==> src/design/assert_macros.svh <==
// Assertion helpers shared by the design files.
`ifndef ASSERT_MACROS_SVH
`define ASSERT_MACROS_SVH

// Implication checked at every clock edge outside reset.
`define ASSERT_IMPL(label, clk, rst, ante, cons, msg) \
   label: assert property (@(posedge clk) disable iff (rst) (ante) |-> (cons)) \
      else $error(msg);

// Implication whose consequent is checked in the cycle after the antecedent.
`define ASSERT_NEXT(label, clk, rst, ante, cons, msg) \
   label: assert property (@(posedge clk) disable iff (rst) (ante) |=> (cons)) \
      else $error(msg);

`endif

==> src/design/rau_pkg.sv <==
// ----------------------------------------------------------------------------
// rau_pkg
// Types and constants shared by the rational arithmetic unit.
// ----------------------------------------------------------------------------
`timescale 1ns / 1ps

package rau_pkg;

   localparam int OP_W   = 3;
   localparam int DATA_W = 32;
   localparam int DEN_W  = 31;
   localparam int STAT_W = 2;

   typedef enum logic [OP_W-1:0] {
      OP_NORM = 3'd0,
      OP_ADD  = 3'd1,
      OP_SUB  = 3'd2,
      OP_MUL  = 3'd3,
      OP_DIV  = 3'd4
   } op_type;

   typedef enum logic [STAT_W-1:0] {
      ST_OK       = 2'd0,
      ST_DIVZERO  = 2'd1,
      ST_OVERFLOW = 2'd2
   } status_type;

   typedef enum logic [3:0] {
      S_IDLE,
      S_MUL1,
      S_MUL2,
      S_MUL3,
      S_COMBINE,
      S_GCD_INIT,
      S_GCD_STEP,
      S_DIV_INIT,
      S_DIV_STEP,
      S_DIV_NEXT,
      S_CHECK,
      S_OUT
   } state_type;

   // Controller to datapath.
   typedef struct packed {
      logic load;      // capture input item
      logic mul;       // run one multiply step
      logic combine;   // form numerator and denominator
      logic gcd_init;  // set up Euclid operands
      logic gcd_step;  // one subtract/shift step of x mod y
      logic gcd_swap;  // x<=y, y<=remainder
      logic div_init;  // start num/g
      logic div_step;  // one quotient bit
      logic div_next;  // move to den/g
      logic finish;    // form result
   } cmd_type;

   // Datapath to controller.
   typedef struct packed {
      logic early;     // divide by zero or zero numerator, result already set
      logic y_zero;    // gcd done
      logic rem_done;  // current remainder step finished
      logic div_done;  // current quotient finished
      logic div_second;// second quotient in progress
   } stat_type;

endpackage

==> src/design/rau_ctrl.sv <==
// ----------------------------------------------------------------------------
// rau_ctrl
// Sequencer for the rational arithmetic unit: multiply, gcd, divide, output.
// ----------------------------------------------------------------------------
`timescale 1ns / 1ps

`include "assert_macros.svh"

module rau_ctrl (
   input  logic              clock,
   input  logic              reset,
   input  logic              in_fire,
   input  logic              out_fire,
   input  rau_pkg::stat_type st,
   output rau_pkg::cmd_type  cmd,
   output logic              busy,
   output logic              out_valid
);
   import rau_pkg::*;

   state_type state_ff, state_in;

   always_ff @(posedge clock) begin
      if (reset) begin
         state_ff <= S_IDLE;
      end else begin
         state_ff <= state_in;
      end
   end

   always_comb begin
      state_in = state_ff;
      unique case (state_ff)
         S_IDLE:     if (in_fire) state_in = S_MUL1;
         S_MUL1:     state_in = S_MUL2;
         S_MUL2:     state_in = S_MUL3;
         S_MUL3:     state_in = S_COMBINE;
         S_COMBINE:  state_in = S_GCD_INIT;
         S_GCD_INIT: begin
            if (st.early) state_in = S_OUT;
            else state_in = S_GCD_STEP;
         end
         S_GCD_STEP: begin
            if (st.y_zero) state_in = S_DIV_INIT;
         end
         S_DIV_INIT: state_in = S_DIV_STEP;
         S_DIV_STEP: begin
            if (st.div_done) begin
               if (st.div_second) state_in = S_CHECK;
               else state_in = S_DIV_NEXT;
            end
         end
         S_DIV_NEXT: state_in = S_DIV_STEP;
         S_CHECK:    state_in = S_OUT;
         S_OUT:      if (out_fire) state_in = S_IDLE;
         default:    state_in = S_IDLE;
      endcase
   end

   always_comb begin
      cmd       = '0;
      busy      = 1'b1;
      out_valid = 1'b0;
      unique case (state_ff)
         S_IDLE:     begin
            busy     = 1'b0;
            cmd.load = in_fire;
         end
         S_MUL1, S_MUL2, S_MUL3: cmd.mul = 1'b1;
         S_COMBINE:  cmd.combine = 1'b1;
         S_GCD_INIT: cmd.gcd_init = 1'b1;
         S_GCD_STEP: begin
            if (!st.y_zero) begin
               if (st.rem_done) cmd.gcd_swap = 1'b1;
               else cmd.gcd_step = 1'b1;
            end
         end
         S_DIV_INIT: cmd.div_init = 1'b1;
         S_DIV_STEP: cmd.div_step = !st.div_done;
         S_DIV_NEXT: cmd.div_next = 1'b1;
         S_CHECK:    cmd.finish = 1'b1;
         S_OUT:      out_valid = 1'b1;
         default:    busy = 1'b1;
      endcase
   end

   `ASSERT_NEXT(a_out_hold, clock, reset, out_valid && !out_fire, out_valid, "result dropped")
   `ASSERT_IMPL(a_load_idle, clock, reset, cmd.load, !busy, "load while busy")
   `ASSERT_NEXT(a_fire_leaves, clock, reset, out_fire, state_ff == S_IDLE, "no return to idle")

endmodule

==> config.mk <==
export PLATFORM = sky130hd
export DESIGN_NAME = rau_ctrl
export DESIGN_NICKNAME = d
export VERILOG_FILES = /design/src/design/rau_pkg.sv /design/src/design/rau_ctrl.sv
export VERILOG_INCLUDE_DIRS = /design/src /design/src/design
export SDC_FILE = /design/constraint.sdc
export NUM_CORES = 1
export LEC_CHECK = 0
export BUFFER_PORTS_ARGS = -buffer_cell sky130_fd_sc_hd__clkbuf_2
export CORE_AREA = 2 2 39 41
export CTS_BUF_LIST = sky130_fd_sc_hd__clkbuf_16
export DETAILED_ROUTE_END_ITERATION = 7
export DIE_AREA = 0 0 41 43
export SETUP_SLACK_MARGIN = 0.5
export SLEW_MARGIN = 20
export SYNTH_ARGS = -nofsm -noshare
export SYNTH_HDL_FRONTEND = slang
export SYNTH_SLANG_ARGS = --single-unit
==> constraint.sdc <==
create_clock -name clock -period 1.5 [get_ports clock]
set_input_delay 0.075 -clock clock [delete_from_list [all_inputs] [get_ports clock]]
set_output_delay 0.075 -clock clock [all_outputs]
set_load 0.02 [all_outputs]
### After elaboration in Yosys (flattened, before gate mapping)

Index checks and enable logic that the tools add are counted.

* bits in registers: 4
* input bits: 9
* output and inout port bits: 12
* word-level logic and storage cells: 42

* equal/unequal tests: 15
* mux-type cells: 21
* reduce and logical (&&, ||, !) cells: 5

Operators with widths (count)
* case mux 4 bit (11 select lines): 1
* 2-to-1 mux 4 bit: 5
* == test 4 x 3 -> 1 bit, second input constant: 4
* == test 4 bit, second input constant: 4
* 2-to-1 mux 1 bit: 12
* == test 4 x 2 -> 1 bit, second input constant: 2
* != test 2 bit, second input constant: 4
* 2-to-1 mux 2 bit: 3
* == test 4 x 1 -> 1 bit, second input constant: 1
* logical NOT 4 bit: 1
* AND reduction 4 bit: 1
* OR reduction 3 bit: 1
* OR reduction 2 bit: 1
* logical NOT 1 bit: 1

### Depth between registers and ports, before layout

Gate-level depths: netlist (run 1).

* word-level depth: 3
* gate-level depth with buffers: 5
* mapped depth without buffers: 4

### Worst setup path before layout (run 1)

OpenSTA, ideal clock, no wires.

* kind: register -> output
* from: register state_ff[0]
* to: output port cmd[5] (netlist name)
* arrival time: 1.359 ns
* required time: 1.425 ns
* setup slack: 0.066 ns
* stages on the path, launching flop included: 4
* buffers on the path: 1
* path through: dfxtp_1 buf_6 or2b_4 nor4_1

RTL lines
* from (decl): RTL line rau_ctrl.sv:21 `state_type state_ff, state_in;`
* from (signal assigned): RTL line rau_ctrl.sv:27 `state_ff <= state_in;`
* to (decl): RTL line rau_ctrl.sv:15 `output rau_pkg::cmd_type cmd,`

### Worst setup path in the final report (run 1)

* from: register state_ff[2]
* to: register state_ff[3]

* word-level cells in the longest chain between the ends: 3
* elaborated cells between the ends (all ways): 19
* classes of those cells: eq/ne (15); mux (1); reduce/logical (3)

RTL lines
* == test 4 bit, or another cell as far along: RTL line rau_ctrl.sv:33 `unique case (state_ff)`
* OR reduction 2 bit (no source line) or != test 2 bit (tied branches)
* case mux 4 bit (11 select lines) or AND reduction 4 bit (tied branches)

Parallel ways exist; a longest one is shown, timed or not.
A chain may end at the register's enable or synchronous reset.

==> impl_metrics.json, run 1 <==
{
  "ant_nets": 0,
  "synth.area.top_cells": "dfxtp_1, nor3_1, nor2_1, buf_6, o31ai_1",
  "layout-drive-gt1-share_pct": 77.6,
  "ioPinCount": 21,
  "fin_util_pct": 69.7,
  "path_buf_inv": 1,
  "synth_nets": 67,
  "synth_top_area_share_pct": 18.8,
  "cts.root.buffer_cell": "clkbuf_16",
  "yosysMostFrequentCell": "nor2_1",
  "drt-initial-drc-count": 6,
  "overflow": 0,
  "grt_pass1_vias": 521,
  "max-vdd-ir-drop_uv": 879,
  "cpPeakStageDelay_ns": 0.34,
  "final-max-slew-violation-count": 0,
  "place_congestion": 0.824,
  "drv_cap": 0,
  "timing_hold_violations_final": 0,
  "regMostFlops": "state_ff",
  "io_buffers": 20,
  "fin_crit_sh_pct": 92.1,
  "vias_per_cell": 5.24,
  "wl_per_cell_um": 13.5,
  "grt_pass1_wl_mm": 2.24,
  "clockBufferDepth": 2,
  "drc_errors": 0,
  "leakage_uw": 0.000440,
  "start_util_pct": 30.7,
  "netlist_area_um2": 425,
  "die_area_mm2": 0.00176,
  "routed_wl_mm": 1.53,
  "antenna_found_initial": 0,
  "synth_area_per_cell_um2": 7.33,
  "dr_total_vias": 597,
  "worstPathMaxFanout": 4,
  "setup-tns-final_ns": 0,
  "core_mm2": 0.00138,
  "die_x_um": 41,
  "numCtsBuffers": 3,
  "power.density_mw_per_mm2": 1970,
  "start_kind": "flip-flop",
  "ys_ff_latch": 4,
  "setup_viol": 0,
  "async_flop_share_pct": 0,
  "post-synth-top-area-cell": "dfxtp_1",
  "crit_path_end_kind": "flip-flop",
  "synthCells": 58,
  "rsz0062_at_grt": "yes",
  "largest_reg_flops": 4,
  "crit_path_top_delay_cell": "dfxtp_4",
  "tightest_slew_ns": 0.305,
  "synth_common_cells": "nor2_1, nor3_1, dfxtp_1, nand2_1",
  "hold_path_class": "primary input to flip-flop",
  "ys_types": 31,
  "std_cell_rows": 14,
  "stdcell_area_um2": 965,
  "cts_tree": "built",
  "path_clk_slew_ns": 0.03,
  "gr-usage-all-layers_pct": 18.1,
  "criticalPathCategory": "flip-flop to flip-flop",
  "top_regs": "state_ff x4",
  "finalCriticalPeriod_ns": 1.38,
  "nets": 109,
  "n_antenna_cell": 0,
  "yosys_warnings": 0,
  "grt_max_degree": 9,
  "seq_area_frac_synth_pct": 18.8,
  "worstSkewPairLatency_ns": 0.22,
  "htreeDepth": 1,
  "slew_headroom_pct": 79.5,
  "ys.flop_type": "dfxtp_1",
  "cp_data_arrival_time_ns": 1.48,
  "fmax_ghz": 0.724,
  "post_dp_cell_area_um2": 606,
  "skew_ns": 0.00160,
  "worstPathRequired_ns": 1.60,
  "hpwlAfterDp_um": 917,
  "fp.dieH_um": 43,
  "outcome": "finished, final reports clean",
  "path_cells": "or2b_4 -> nor3_4 -> buf_4 -> or2_4 -> o311a_1",
  "synth_edf_count": 0,
  "cts_sinks": 4,
  "dr.pass1.iters": 4,
  "critical_path.top_delay_family": "simple AND/OR/NAND/NOR gates",
  "area_delta_synth_final_pct": 127
}
==> repair_timing <==
item | in CTS | in global routing
resized for setup | 39 | 25
pin swaps | 5 | 5
endpoints found under the hold margin | 0 | 0
endpoints found under the setup margin | 16 | 16
setup buffers | 9 | 4
hold buffers | 0 | 0
==> stage by stage <==
stage | worst slack, ns | total power (uW) | std cells | hold slack [ns]
global route | 0.0967 | 2000 | 114 | 0.0898
CTS | 0.0945 | 1710 | 110 | 0.0720
finish | 0.119 | 1900 | 114 | 0.0766
detailed placement | 0.0909 | 973 | 98 | 0.309
floorplan | 0.268 | 755 | 58 | 0.144
global placement | 0.131 | 967 | 98 | 0.301
==> power breakdown <==
part           total, uW  leakage [uW]  internal, uW  switching [uW]
sequential           242     0.0000356           167            75.3
clock                407     0.0000370           340            67.3
combinational       1250      0.000367           661             592
total               1900      0.000440          1170             735
==> layout make-up <==
type	count	area (um2)
fill	105	419
multi-input combinational	47	413
timing repair buffer	41	350
sequential	4	95.1
clock buffer	3	75.1
tap	16	20.0
inverter	3	11.3
==> worst register-to-register path: cells and delay by family (launching register included) <==
kind / cells / cell delay [ns]
AOI/OAI and AO/OA: 1 / 0.28
DFF: 1 / 0.34
and+or+nand+nor: 3 / 0.50
buffers and inverters: 1 / 0.13
==> cells in the final DEF (no fill, tap or decap), types with 2 or more instances in the layout <==
master / netlist / routed
nor3_2: 2 / 5
a21oi_1: 3 / 3
buf_4: 1 / 21
dfxtp_4: 0 / 4
clkbuf_2: 0 / 8
nand2b_4: 1 / 2
clkbuf_16: 0 / 3
nand2_2: 0 / 3
nor3_4: 0 / 2
o31ai_1: 3 / 2
inv_1: 3 / 2
buf_8: 0 / 4
or2_4: 1 / 2
buf_6: 2 / 7
nor2_1: 8 / 4
nor2_4: 0 / 3
==> metal layers <==
layer	global-route usage (%)	vias up	routed length, um
li1	-	294	-
met1	24.8	281	658
met2	29.4	22	798
met3	3.14	0	77
met4	2.00	0	0
met5	0	-	0
==> worst paths after layout <==
path	from	endpoint	slack, ns	cells past startpoint
max	state_ff[2]	state_ff[3]	0.12	5
min	reset	state_ff[2]	0.08	2
max reg2reg	state_ff[2]	state_ff[3]	0.12	5
min reg2reg	state_ff[3]	state_ff[2]	0.60	2
==> logic make-up (layout without fill, tap and decap cells) <==
kind of cell	count (synthesis)	after routing	synth area share (%)
compound gates	15	15	25.9
xor+xnor	1	1	2.06
flops	4	4	18.8
buf+inv	7	47	10.9
simple gates	31	31	42.4
Note: power is estimated with default switching activity, not from simulation.
==> inputs of run 2 (changes only) <==
==> constraint.sdc (replaced) <==
create_clock -name clock -period 1.5 [get_ports clock]
set_input_delay 0.3 -clock clock [delete_from_list [all_inputs] [get_ports clock]]
set_output_delay 0.3 -clock clock [all_outputs]
set_load 0.02 [all_outputs]
==> impl_metrics.json, run 2 (synthesized netlist as in run 1, its figures left out) <==
{
  "outcome": "finished, violations left",
  "violations": "negative setup slack",
  "vias_per_cell": 5.33,
  "top_regs": "state_ff x4",
  "crit_path_end_kind": "output port",
  "setup_viol": 7,
  "area_delta_synth_final_pct": 149,
  "r2r_slack_ns": -0.03,
  "nets": 110,
  "drv_cap": 0,
  "leakage_uw": 0.000466,
  "tightest_slew_ns": 0.412,
  "worstPathRequired_ns": 1.20,
  "mostFrequentLayoutCells": "buf_4, buf_6, clkbuf_2",
  "drc_errors": 0,
  "timing_hold_violations_final": 0,
  "grt_pass1_wl_mm": 2.41,
  "core_mm2": 0.00138,
  "n_antenna_cell": 0,
  "grt_max_degree": 9,
  "worstSkewPairLatency_ns": 0.22,
  "worstPathMaxFanout": 5,
  "dr.pass1.iters": 4,
  "std_cell_rows": 14,
  "final_common_cell": "buf_4",
  "rsz0062_at_grt": "yes",
  "largest_reg_flops": 4,
  "setup-tns-final_ns": -0.316,
  "hold_depth": 2,
  "dr_total_vias": 613,
  "start_kind": "flip-flop",
  "cts.root.buffer_cell": "clkbuf_16",
  "die_area_mm2": 0.00176,
  "io_buffers": 20,
  "skew_ns": 0.00299,
  "overflow": 0,
  "cts_tree": "built",
  "routed_wl_mm": 1.64,
  "hold_path_class": "primary input to flip-flop",
  "place_congestion": 0.905,
  "wl_per_cell_um": 14.3,
  "die_x_um": 41,
  "grt_pass1_vias": 566,
  "htreeDepth": 1,
  "slew_headroom_pct": 72.4,
  "final-max-slew-violation-count": 0,
  "ioPinCount": 21,
  "finalCriticalPeriod_ns": 1.62,
  "gr-usage-all-layers_pct": 20.3,
  "hpwlAfterDp_mm": 1.04,
  "power.density_mw_per_mm2": 1930,
  "pre_cts_slack_ns": -0.0174,
  "drt-initial-drc-count": 10,
  "criticalPathCategory": "flip-flop to output port",
  "fin_ws_ns": -0.123,
  "fp.dieH_um": 43,
  "p_total_uw": 2040,
  "fmax_ghz": 0.616,
  "reg2reg_depth": 6,
  "max-vdd-ir-drop_uv": 1660,
  "path_clk_slew_ns": 0.03,
  "regMostFlops": "state_ff",
  "numCtsBuffers": 3,
  "start_util_pct": 30.7,
  "antenna_found_initial": 0,
  "fin_crit_sh_pct": 108,
  "layout-drive-gt1-share_pct": 78.8,
  "ant_nets": 0,
  "cts_sinks": 4,
  "clockBufferDepth": 2,
  "cp_data_arrival_time_ns": 1.32
}
[run 2: cell types whose count changed in the layout (fill, tap and decap cells not counted), sizes merged]
cell      delta
inv          -1
clkbuf       +4
buf          -3
clkinvlp     +1
[run 2: path summary, 6_finish.rpt]
check                    from          end
setup / recovery  state_ff[2]       cmd[4]
hold / removal          reset  state_ff[2]
setup reg to reg  state_ff[2]  state_ff[0]
hold reg to reg   state_ff[1]  state_ff[0]
[run 2: per-layer routing]
layer | vias to the layer above | wire length, um | GRT usage (%)
met3 | 4 | 113 | 6.28
met2 | 30 | 922 | 34.1
met1 | 282 | 575 | 22.3
met4 | 0 | 32 | 8.00
li1 | 297 | - | -
met5 | - | 0 | 0
[run 2: area by class of cell]
type / instances / area [um2]
multi-input combinational: 47 / 458
clock buffer: 3 / 75.1
fill: 96 / 324
sequential: 4 / 92.6
inverter: 3 / 15.0
tap: 16 / 20.0
timing repair buffer: 42 / 399
[run 2: timing repair]
| item | CTS | global route |
|---|---|---|
| gates resized for setup | 41 | 15 |
| gates cloned | 0 | 0 |
| setup buffers | 7 | 4 |
| pin swaps | 7 | 6 |
| setup endpoints to repair | 16 | 16 |
| hold buffers | 0 | 0 |
[run 2: per-stage QoR]
step                      util, %  std cells  hold WS (ns)  cell area (um2)
after floorplan                 -         58         0.377              544
after global placement       50.7        101         0.526              702
after detailed placement     50.7        101         0.524              702
after CTS                    72.2        111         0.288              998
after global routing         76.6        115         0.289             1060
final                        76.6        115         0.288             1060
[run 2: worst max-delay path, stage by stage (launching register included)]
cell	delay, ns
dfxtp_4	0.35
or2b_4	0.30
nor3_4	0.18
and2_4	0.17
buf_8	0.10
[run 2: power breakdown]
| part | switching, uW | internal [uW] | leakage [uW] |
|---|---|---|---|
| sequential | 90.2 | 163 | 0.0000353 |
| clock | 72.3 | 340 | 0.0000370 |
| combinational | 654 | 722 | 0.000394 |
==> inputs of run 3 (changes only) <==
--- a/config.mk
+++ b/config.mk
@@ -6,7 +6,9 @@
 export SDC_FILE = /design/constraint.sdc
 export NUM_CORES = 1
 export LEC_CHECK = 0
+export ABC_AREA = 1
 export BUFFER_PORTS_ARGS = -buffer_cell sky130_fd_sc_hd__clkbuf_2
+export CAP_MARGIN = 40
 export CORE_AREA = 2 2 39 41
 export CTS_BUF_LIST = sky130_fd_sc_hd__clkbuf_16
 export DETAILED_ROUTE_END_ITERATION = 7
==> impl_metrics.json, run 3 <==
{
  "ys_ff_latch": 4,
  "synth_common_cells": "nand2_1, inv_1, nor2_1",
  "final-max-slew-violation-count": 0,
  "mostFrequentLayoutCells": "nor2_4, nand2_1, buf_4",
  "timing_hold_violations_final": 0,
  "drt-initial-drc-count": 12,
  "cp.depth": 5,
  "final_cell_count_no_fill": 124,
  "grt_max_degree": 7,
  "worstHoldStart": "reset",
  "crit_path_end_kind": "output port",
  "io_buffers": 20,
  "synth.area.top_cells": "dfxtp_1, nand2_1, inv_1, nor2_1, nand2_2",
  "cts_tree": "built",
  "synthCells": 72,
  "ioPinCount": 21,
  "cts_hold_buf": 0,
  "dp_cells": 108,
  "critical_path.top_delay_family": "flip-flops",
  "fmax_ghz": 0.695,
  "hold_path_class": "primary input to flip-flop",
  "ant_nets": 0,
  "pre_cts_slack_ns": 0.127,
  "hold_depth": 2,
  "netlist_area_um2": 420,
  "overflow": 0,
  "tightest_slew_ns": 0.249,
  "core_mm2": 0.00138,
  "dr_total_vias": 594,
  "area_delta_synth_final_pct": 140,
  "cts_sinks": 4,
  "r2r_slack_ns": 0.18,
  "synth_edf_count": 0,
  "nets": 119,
  "outcome": "finished, final reports clean",
  "largest_reg_flops": 4,
  "regMostFlops": "state_ff",
  "place_congestion": 0.816,
  "worstPathRequired_ns": 1.20,
  "synth_area_per_cell_um2": 5.84,
  "post-synth-top-area-cell": "dfxtp_1",
  "gr-usage-all-layers_pct": 20.3,
  "switching_share_pct": 30.1,
  "post_dp_cell_area_um2": 657,
  "cp_data_arrival_time_ns": 1.14,
  "finalCriticalPeriod_ns": 1.44,
  "ys.flop_type": "dfxtp_1",
  "clockBufferDepth": 2,
  "std_cell_rows": 14,
  "dr.pass1.iters": 4,
  "leakage_uw": 0.000488,
  "fin_ws_ns": 0.0610,
  "top_regs": "state_ff x4",
  "hpwlAfterDp_um": 918,
  "fp.dieH_um": 43,
  "worstPathMaxFanout": 5,
  "combPwrFrac_pct": 34.8,
  "criticalPathCategory": "flip-flop to output port",
  "skew_ns": 0.00103,
  "slew_headroom_pct": 83.3,
  "path_buf_inv": 2,
  "final_common_cell": "nor2_4",
  "routed_wl_mm": 1.61,
  "start_kind": "flip-flop",
  "yosysMostFrequentCell": "nand2_1",
  "setup_viol": 0,
  "power_frac_seq_pct": 16.8,
  "power.density_mw_per_mm2": 836,
  "worst_hold_slack_ns": 0.282,
  "ys_types": 19,
  "worstHoldEndpoint": "state_ff[2]",
  "synth_top_area_share_pct": 19.0,
  "setup-tns-final_ns": 0,
  "clockPowerShare_pct": 48.4,
  "intPower_uw": 591,
  "path_clk_slew_ns": 0.03,
  "fin_crit_sh_pct": 95.9,
  "crit_path_top_delay_cell": "dfxtp_4",
  "n_antenna_cell": 0,
  "synth_nets": 81,
  "seq_area_frac_synth_pct": 19.0,
  "rsz0062_at_grt": "yes",
  "max-vdd-ir-drop_uv": 821,
  "drv_cap": 0,
  "cpPeakStageDelay_ns": 0.38,
  "r2r_end": "state_ff[1]",
  "path_cells": "inv_6 -> nor2_4 -> nand3_4 -> nor2_4 -> clkbuf_8",
  "worstSkewPairLatency_ns": 0.22,
  "cts.root.buffer_cell": "clkbuf_16",
  "p_switching_uw": 254,
  "start_util_pct": 30.4,
  "drc_errors": 0,
  "antenna_found_initial": 0,
  "path_common_cell": "nor2_4",
  "async_flop_share_pct": 0,
  "numCtsBuffers": 3,
  "vias_per_cell": 4.79,
  "r2r_start": "state_ff[1]",
  "grt_pass1_vias": 574,
  "layout-drive-gt1-share_pct": 72.2,
  "stdcell_area_mm2": 0.00101,
  "die_x_um": 41,
  "reg2reg_depth": 8,
  "yosys_warnings": 0,
  "grt_pass1_wl_mm": 2.39,
  "htreeDepth": 1,
  "wl_per_cell_um": 13.0,
  "n_fill_cell": 114,
  "die_area_mm2": 0.00176
}
## run 3: changes by cell type after synthesis, moves of 2 or more
cell      before  now
nand2_1        4   16
inv_1          3   14
nand2_2        0    4
nor3_1         6    2
nand3_1        0    3
nor2_2         0    3
o31ai_1        3    0
nand2b_1       2    0
nand3_2        0    2
nor2_1         8   10
nor2_4         0    2
nor3_2         2    0
## run 3: power by group through the flow
stage                     Clock, uW  Sequential [uW]  Combinational, uW
final                           409              142                294
after CTS                       418              138                249
after global routing            428              143                317
after detailed placement          0              143                192
after global placement            0              143                191
after floorplan                   0              138                148
## run 3: how the worst max path moves through the flow
stage | from | end | slack, ns
2_1_floorplan | state_ff[3] | cmd[4] | 0.36
3_3_place_gp | state_ff[3] | cmd[9] | 0.17
3_5_place_dp | state_ff[3] | cmd[9] | 0.13
4_1_cts | state_ff[1] | cmd[4] | 0.06
5_1_grt | state_ff[3] | cmd[9] | 0.02
6_report | state_ff[1] | cmd[5] | 0.06
## run 3: timing repair
action,in CTS,in global routing
endpoints found under the setup margin,15,16
resized for setup,30,17
setup buffers,9,4
pin swaps,15,10
## run 3: metrics by stage
step,power [uW],utilization (%)
floorplan,286,-
global placement,334,47.5
detailed placement,335,47.5
CTS,805,67.3
global route,887,73.1
finish,845,73.1
## run 3: worst register-to-register path: stages (launching register included)
cell and delay [ns]:
dfxtp_4 0.38, inv_6 0.05, buf_4 0.14, nand2_4 0.09, inv_1 0.05, o21ai_0 0.19, nand2_1 0.11, a21oi_1 0.16
nor2_1 0.05
## run 3: logic make-up (layout without fill, tap and decap cells)
kind of cell	Yosys count	after routing	share of synthesized area, %
AO/OA/AOI/OAI	9	9	13.7
buffers and inverters	17	53	17.6
flip-flops	4	4	19.0
AND/OR/NAND/NOR	42	42	49.7
## run 3: layout make-up
class                           instances  area (um2)  share of cell area (%)
Inverter                               16        75.1                    7.43
Clock buffer                            3        75.1                    7.43
Multi-Input combinational cell         51         427                    42.2
Timing Repair Buffer                   34         319                    31.6
Sequential cell                         4        95.1                    9.41
Tap cell                               16        20.0                    1.98
## run 3: metal layers
metal / vias up / part of all wire (%) / routed length [um] / GRT usage [%]
li1: 294 / - / - / -
met1: 277 / 40 / 650 / 24.1
met2: 19 / 53 / 854 / 32.5
met3: 4 / 3.8 / 61 / 3.14
met4: 0 / 2.5 / 40 / 11.3
met5: - / 0 / 0 / 0
